===== config.mk =====
export PLATFORM = sky130hd
export DESIGN_NAME = fastcgi_record_deframer_core
export DESIGN_NICKNAME = d
export VERILOG_FILES = /design/src/rtl/fcgi_pkg.sv /design/src/rtl/fastcgi_record_deframer_core.sv
export SDC_FILE = /design/constraint.sdc
export NUM_CORES = 1
export LEC_CHECK = 0
export BUFFER_PORTS_ARGS = -buffer_cell sky130_fd_sc_hd__buf_2
export CORE_ASPECT_RATIO = 0.5
export CORE_MARGIN = 2
export CORE_UTILIZATION = 51
export CTS_CLUSTER_SIZE = 12
export DETAILED_ROUTE_END_ITERATION = 10
export GPL_ROUTABILITY_DRIVEN = 0
export PLACE_DENSITY_LB_ADDON = 0.3
export REMOVE_ABC_BUFFERS = 1
export SLEW_MARGIN = 15
export SYNTH_ARGS = -nofsm -noshare
export SYNTH_HDL_FRONTEND = slang
export SYNTH_SLANG_ARGS = --single-unit

===== constraint.sdc =====
create_clock -name clk -period 2.65 [get_ports clk]
set_input_delay 0.6625 -clock clk [delete_from_list [all_inputs] [get_ports clk]]
set_output_delay 0.6625 -clock clk [all_outputs]
set_load 0.1 [all_outputs]

===== src/rtl/fcgi_pkg.sv =====
// Shared types, codes and helpers for the FastCGI record deframer.
package fcgi_pkg;

    localparam int unsigned HDR_BYTES = 8;
    localparam logic [7:0] FCGI_VERSION = 8'd1;
    localparam logic [7:0] TYPE_PARAMS = 8'd4;
    localparam logic [7:0] TYPE_STDIN = 8'd5;

    typedef enum logic [2:0] {
        CLS_HEADER   = 3'd0,
        CLS_PAIR_LEN = 3'd1,
        CLS_NAME     = 3'd2,
        CLS_VALUE    = 3'd3,
        CLS_STDIN    = 3'd4,
        CLS_OTHER    = 3'd5,
        CLS_PADDING  = 3'd6
    } byte_class_t;

    typedef enum logic [2:0] {
        ERR_NONE     = 3'd0,
        ERR_VERSION  = 3'd1,
        ERR_REQUEST  = 3'd2,
        ERR_TYPE     = 3'd3,
        ERR_LONG_LEN = 3'd4,
        ERR_OVERRUN  = 3'd5
    } err_t;

    typedef enum logic [1:0] {
        PH_NAME_LEN  = 2'd0,
        PH_VALUE_LEN = 2'd1,
        PH_BYTES     = 2'd2
    } pair_phase_t;

    // Record types that the responder role understands.
    function automatic logic type_known(input logic [7:0] t);
        type_known = (t == 8'd1) || (t == 8'd3) || (t == 8'd4) ||
                     (t == 8'd5) || (t == 8'd6) || (t == 8'd7);
    endfunction

endpackage


===== src/rtl/fastcgi_record_deframer_core.sv =====
// FastCGI record deframer: splits a byte stream into tagged records and pairs.
//
// The slave channel takes one message byte per beat; s_tlast marks the last
// byte of a message. Each accepted byte produces exactly one master beat that
// carries the byte back with its class, the current record type and request
// id, a sticky error code, a pair-end flag in tuser and a record-end flag on
// m_tlast.
// The result of a byte is registered: a byte accepted at one edge is shown on
// the master side from that edge on. Throughput is one byte per cycle while the
// receiver does not stall; the only storage between the channels is the result
// register, and the framing counters update in the same cycle as the accept.
// When the receiver stalls, the result register holds its beat and
// s_tready falls, so no further byte is taken until the beat leaves; a beat
// leaving and a new byte arriving may share a cycle.
// After reset all framing state, the request latch and the error are clear
// and the next byte is taken as the first header byte of a message. The
// same clearing, but for the record type and id, happens after every byte
// that carries s_tlast, so a truncated record is simply dropped.
module fastcgi_record_deframer_core
    import fcgi_pkg::*;
(
    input  logic        clk,
    input  logic        rst_n,
    input  logic        s_tvalid,
    output logic        s_tready,
    input  logic [7:0]  s_tdata,   // [7:0] data_byte
    input  logic        s_tlast,   // message_last
    output logic        m_tvalid,
    input  logic        m_tready,
    output logic [39:0] m_tdata,   // [7:0] byte_value, [15:8] record_type,
                                   // [31:16] record_request, [34:32] error_code,
                                   // [39:35] zero
    output logic        m_tlast,   // record_end
    output logic [3:0]  m_tuser    // [2:0] byte_class, [3] pair_end
);

    // Framing state.
    logic [3:0]  hdr_pos_reg,  hdr_pos_next;
    logic [7:0]  cur_type_reg, cur_type_next;
    logic [15:0] cur_req_reg,  cur_req_next;
    logic [15:0] content_reg,  content_next;
    logic [7:0]  padding_reg,  padding_next;
    pair_phase_t phase_reg,    phase_next;
    logic [6:0]  name_reg,     name_next;
    logic [6:0]  value_reg,    value_next;
    logic [15:0] msg_req_reg,  msg_req_next;
    logic        latched_reg,  latched_next;
    err_t        err_reg,      err_next;

    // Result register.
    logic        out_valid_reg;
    logic [39:0] out_data_reg;
    logic        out_last_reg;
    logic [3:0]  out_user_reg;

    byte_class_t cls;
    logic        rec_end;
    logic        p_end;
    err_t        err_out;
    logic        accept;

    assign s_tready = !out_valid_reg || m_tready;
    assign accept   = s_tvalid && s_tready;

    always_comb
    begin
        hdr_pos_next  = hdr_pos_reg;
        cur_type_next = cur_type_reg;
        cur_req_next  = cur_req_reg;
        content_next  = content_reg;
        padding_next  = padding_reg;
        phase_next    = phase_reg;
        name_next     = name_reg;
        value_next    = value_reg;
        msg_req_next  = msg_req_reg;
        latched_next  = latched_reg;
        err_next      = err_reg;
        cls           = CLS_HEADER;
        rec_end       = 1'b0;
        p_end         = 1'b0;

        if (hdr_pos_reg < 4'(HDR_BYTES))
        begin
            unique case (hdr_pos_reg[2:0])
                3'd0:
                begin
                    if (err_next == ERR_NONE && s_tdata != FCGI_VERSION)
                        err_next = ERR_VERSION;
                end
                3'd1:
                begin
                    cur_type_next = s_tdata;
                    if (err_next == ERR_NONE && !type_known(s_tdata))
                        err_next = ERR_TYPE;
                end
                3'd2:
                    cur_req_next = {s_tdata, cur_req_reg[7:0]};
                3'd3:
                begin
                    cur_req_next = {cur_req_reg[15:8], s_tdata};
                    if (!latched_reg)
                    begin
                        // An id of zero does not latch; a later header may.
                        msg_req_next = cur_req_next;
                        latched_next = (cur_req_next != 16'd0);
                    end
                    else if (msg_req_reg != cur_req_next && err_next == ERR_NONE)
                        err_next = ERR_REQUEST;
                end
                3'd4:
                    content_next = {s_tdata, content_reg[7:0]};
                3'd5:
                    content_next = {content_reg[15:8], s_tdata};
                3'd6:
                    padding_next = s_tdata;
                3'd7:
                begin
                    phase_next = PH_NAME_LEN;
                    name_next  = 7'd0;
                    value_next = 7'd0;
                end
            endcase
            hdr_pos_next = hdr_pos_reg + 4'd1;
        end
        else if (content_reg != 16'd0)
        begin
            content_next = content_reg - 16'd1;
            if (cur_type_reg == TYPE_PARAMS)
            begin
                case (phase_reg)
                    PH_NAME_LEN:
                    begin
                        cls = CLS_PAIR_LEN;
                        if (err_next == ERR_NONE && s_tdata[7])
                            err_next = ERR_LONG_LEN;
                        name_next  = s_tdata[6:0];
                        phase_next = PH_VALUE_LEN;
                    end
                    PH_VALUE_LEN:
                    begin
                        cls = CLS_PAIR_LEN;
                        if (err_next == ERR_NONE && s_tdata[7])
                            err_next = ERR_LONG_LEN;
                        value_next = s_tdata[6:0];
                        if (name_reg == 7'd0 && value_next == 7'd0)
                        begin
                            p_end      = 1'b1;
                            phase_next = PH_NAME_LEN;
                        end
                        else
                            phase_next = PH_BYTES;
                    end
                    default:
                    begin
                        if (name_reg != 7'd0)
                        begin
                            cls       = CLS_NAME;
                            name_next = name_reg - 7'd1;
                        end
                        else
                        begin
                            cls = CLS_VALUE;
                            if (value_reg != 7'd0)
                                value_next = value_reg - 7'd1;
                        end
                        if (name_next == 7'd0 && value_next == 7'd0)
                        begin
                            p_end      = 1'b1;
                            phase_next = PH_NAME_LEN;
                        end
                    end
                endcase
                // Content ran out: an unfinished pair is an overrun.
                if (content_next == 16'd0)
                begin
                    if (phase_next != PH_NAME_LEN && err_next == ERR_NONE)
                        err_next = ERR_OVERRUN;
                    phase_next = PH_NAME_LEN;
                    name_next  = 7'd0;
                    value_next = 7'd0;
                end
            end
            else if (cur_type_reg == TYPE_STDIN)
                cls = CLS_STDIN;
            else
                cls = CLS_OTHER;
        end
        else
        begin
            cls = CLS_PADDING;
            if (padding_reg != 8'd0)
                padding_next = padding_reg - 8'd1;
        end

        if (hdr_pos_next >= 4'(HDR_BYTES) && content_next == 16'd0 && padding_next == 8'd0)
        begin
            rec_end      = 1'b1;
            hdr_pos_next = 4'd0;
        end

        err_out = err_next;

        // End of message: start afresh with the next byte.
        if (s_tlast)
        begin
            hdr_pos_next = 4'd0;
            content_next = 16'd0;
            padding_next = 8'd0;
            phase_next   = PH_NAME_LEN;
            name_next    = 7'd0;
            value_next   = 7'd0;
            msg_req_next = 16'd0;
            latched_next = 1'b0;
            err_next     = ERR_NONE;
        end
    end

    always_ff @(posedge clk or negedge rst_n)
    begin
        if (!rst_n)
        begin
            hdr_pos_reg   <= 4'd0;
            cur_type_reg  <= 8'd0;
            cur_req_reg   <= 16'd0;
            content_reg   <= 16'd0;
            padding_reg   <= 8'd0;
            phase_reg     <= PH_NAME_LEN;
            name_reg      <= 7'd0;
            value_reg     <= 7'd0;
            msg_req_reg   <= 16'd0;
            latched_reg   <= 1'b0;
            err_reg       <= ERR_NONE;
            out_valid_reg <= 1'b0;
        end
        else
        begin
            if (accept)
            begin
                hdr_pos_reg  <= hdr_pos_next;
                cur_type_reg <= cur_type_next;
                cur_req_reg  <= cur_req_next;
                content_reg  <= content_next;
                padding_reg  <= padding_next;
                phase_reg    <= phase_next;
                name_reg     <= name_next;
                value_reg    <= value_next;
                msg_req_reg  <= msg_req_next;
                latched_reg  <= latched_next;
                err_reg      <= err_next;
            end
            if (accept)
                out_valid_reg <= 1'b1;
            else if (m_tready)
                out_valid_reg <= 1'b0;
        end
    end

    // Result payload needs no reset; it is qualified by out_valid_reg.
    always_ff @(posedge clk)
    begin
        if (accept)
        begin
            out_data_reg <= {5'd0, err_out, cur_req_next, cur_type_next, s_tdata};
            out_last_reg <= rec_end;
            out_user_reg <= {p_end, cls};
        end
    end

    assign m_tvalid = out_valid_reg;
    assign m_tdata  = out_data_reg;
    assign m_tlast  = out_last_reg;
    assign m_tuser  = out_user_reg;

`ifndef SYNTHESIS
    // The first error of a message holds until the message ends.
    assert property (@(posedge clk) disable iff (!rst_n)
        (accept && !s_tlast && err_reg != ERR_NONE) |=> (err_reg == $past(err_reg)))
        else $error("sticky error changed within a message");

    // The header counter never runs past the end of the header.
    assert property (@(posedge clk) disable iff (!rst_n)
        hdr_pos_reg <= 4'(HDR_BYTES))
        else $error("header position out of range");

    // A pair can only end on a params byte.
    assert property (@(posedge clk) disable iff (!rst_n)
        (m_tvalid && m_tuser[3]) |->
            (m_tuser[2:0] == CLS_PAIR_LEN || m_tuser[2:0] == CLS_NAME ||
             m_tuser[2:0] == CLS_VALUE))
        else $error("pair end on a byte outside params content");

    // Pair state is clear whenever no params content is in progress.
    assert property (@(posedge clk) disable iff (!rst_n)
        (content_reg == 16'd0 && hdr_pos_reg == 4'(HDR_BYTES)) |->
            (phase_reg == PH_NAME_LEN && name_reg == 7'd0 && value_reg == 7'd0))
        else $error("pair state left over after content");
`endif

endmodule


==> metrics.yaml <==
grt:
  grt_usage_pct: 32.9
  grt_pass1_vias: 7429
  antenna_found_initial: 0
  grt_pass1_wl_mm: 40.5
  gr-total-overflow: 0
  grt_max_degree: 52
routing:
  drcViolationCount: 0
  vias_per_cell: 6.74
  routed_wl_mm: 27.2
  drtAntennaViolNets: 0
  dr.pass1.iters: 7
  initialDrtViolationCount: 1348
  via_count: 7921
  post_drt_wl_per_cell_um: 23.2
sta:
  fin_setup_tns_ns: -7.25
  worstMarginPinSlew_ns: 1.12
  hold_ws_ns: 0.203
  rsz0062_at_grt: "yes"
  setup_ws_ns: -0.445
  min_period_ns: 3.10
  hold_viol: 0
  fin_skew_ns: 0.0109
  relSlewSlack_pct: 24.4
  slew_viol_final: 0
  setup_viol: 26
  fmax_mhz: 323
  timing.final.crit_share_pct: 117
logic_synthesis:
  yosysSeqAreaShare_pct: 45.4
  syn_area_um2: 7550
  yosys_warnings: 0
  synthCells: 785
  ys_ff_latch: 129
  ys_async_sr_fraction_pct: 69.0
  synth_top_flop_cell: "dfrtp_1"
  synth_area_per_cell_um2: 9.62
  synth_enable_flop_cells: 40
  ys_types: 79
finish:
  n_antenna_cell: 0
  fillers: 961
  finish.utilization_pct: 70.4
  largest_register_ffs: 35
  fin_nets: 991
  syn_to_final_growth_pct: 34.8
  layout_commonest_cell: "buf_4"
  drive_above_1_share_pct: 36.7
  mostFrequentLayoutCells: "buf_4 (154), nand2_1 (89), dfrtp_1 (89), a22o_1 (55), buf_2 (53)"
cts:
  cts_buffers: 17
  tritoncts: "yes"
  clk_latency_ns: 0.43
  cts_root_buf: "clkbuf_16"
  clk_pin_slew_worst_paths_ns: 0.07
  htreeDepth: 4
  cts_sinks: 129
  cts_hold_buffers: 0
  cts_buffer_depth: 2
worst_setup_path:
  critPathKind: "reg2reg"
  r2r-start: "content_reg[0]"
  critPathRequiredTime_ns: 2.94
  cp_max_fo: 3
  worstSetupStartpointType: "flop"
  cp-end-kind: "flop"
  crit_arrival_ns: 3.39
  cp-startpoint: "content_reg[0]"
floorplan:
  rows: 31
  dieArea_um2: 15900
  core_area_um2: 14500
  die_y_um: 90.0
  die_x_um: 176
  ios: 60
  start_util_pct: 52.2
min_path:
  min_path_type: "in2async"
power:
  ir_drop_uv: 568
  power.density_nw_per_um2: 787
  p_leak_nw: 4.61
run:
  maxCapViolCount: 0
status:
  status: "finished, violations left"
  violations: "negative setup slack"
placement:
  port_buffers: 54
  hpwl_mm: 16.3
critical path, cell delays in order, from the launching register on:
cell	delay, ns
dfrtp_1	0.42
inv_2	0.11
ha_4	0.15
or4b_4	0.48
buf_6	0.15
o41ai_4	0.35
buf_4	0.21
buf_8	0.10
a41oi_1	0.10
nor3b_4	0.33
nand4_4	0.18
a21oi_4	0.25
o32ai_2	0.13
Yosys cell counts, drive strengths merged (5+ instances only):
cell	number	area (um^2)
ha	14	175
mux2i	9	90.1
mux2	17	191
or3	7	43.8
a31oi	9	56.3
nor3	27	140
xnor2	20	175
a211oi	6	45.0
a22o	55	482
nor2	44	165
dfrtp	89	2230
nand4	15	100
o32ai	5	43.8
a22oi	14	105
edfxtp	40	1200
nor4	20	153
xor2	6	52.6
nand2	92	345
or2	5	31.3
nor2b	6	37.5
o21ai	44	220
inv	17	63.8
a21oi	29	149
or4	6	48.8
buf	15	95.1
nor3b	6	50.1
o22ai	13	81.3
nand3	19	95.1
clkbuf	52	195
a31o	5	43.8
nand2b	9	56.3
timing repair:
item / 4_1_cts / 5_1_grt
gates cloned: 0 / 1
gates resized for setup: 66 / 48
endpoints found under the setup margin: 24 / 27
buffers inserted: 19 / 15
pin swaps: 33 / 29
cell type report:
type                    count  area (um^2)  share of cell area (%)
clock buffers              17          425                    4.18
clock inverters            15          143                    1.40
inverters                  18         67.6                   0.664
multi-input cells         576         4250                    41.7
flip-flops and latches    129         3430                    33.7
well taps                 198          248                    2.43
repair buffers            222         1620                    15.9
final timing paths:
check,end,slack [ns],cells past startpoint
worst max-delay path,hdr_pos_reg[1],-0.45,12
worst min-delay path,content_reg[13],0.20,1
worst max register to register,hdr_pos_reg[1],-0.45,12
worst min register to register,cur_type_reg[2],0.50,2
max in group asynchronous,err_reg[0],1.78,2
min in group clk,m_tvalid,0.44,2
stage by stage:
stage | setup slack (ns) | power, mW | instance area, um^2 | cells
floorplan | -3.17 | 4.23 | 7280 | 722
global placement | -0.189 | 5.10 | 8860 | 1110
detailed placement | -0.338 | 5.16 | 8860 | 1110
CTS | -0.213 | 7.72 | 9850 | 1159
global route | -0.436 | 8.26 | 10200 | 1175
finish | -0.445 | 8.01 | 10200 | 1175
per-layer routing:
| metal | global-route usage [%] | part of all wire, % | routed length, um |
|---|---|---|---|
| met1 | 44.4 | 38 | 10300 |
| met2 | 49.4 | 44 | 11900 |
| met3 | 6.98 | 12 | 3330 |
| met4 | 18.2 | 6.5 | 1770 |
| met5 | 0 | 0 | 0 |
power by group:
| group | internal, mW | switching, mW |
|---|---|---|
| Clock | 1.24 | 1.06 |
| Sequential | 2.34 | 0.207 |
| Combinational | 1.20 | 1.96 |
| Total | 4.78 | 3.23 |
cell families after synthesis:
family	Yosys count	share of synthesized area (%)
AND/OR/NAND/NOR	281	19.4
other	1	0.0497
adder cells (fa/ha/maj)	14	2.32
multiplexers	26	3.73
AO/OA/AOI/OAI	223	21.4
XOR/XNOR	26	3.02
buffers and inverters	85	4.74
flip-flops	129	45.4
Note: power is estimated with default switching activity, not from simulation.
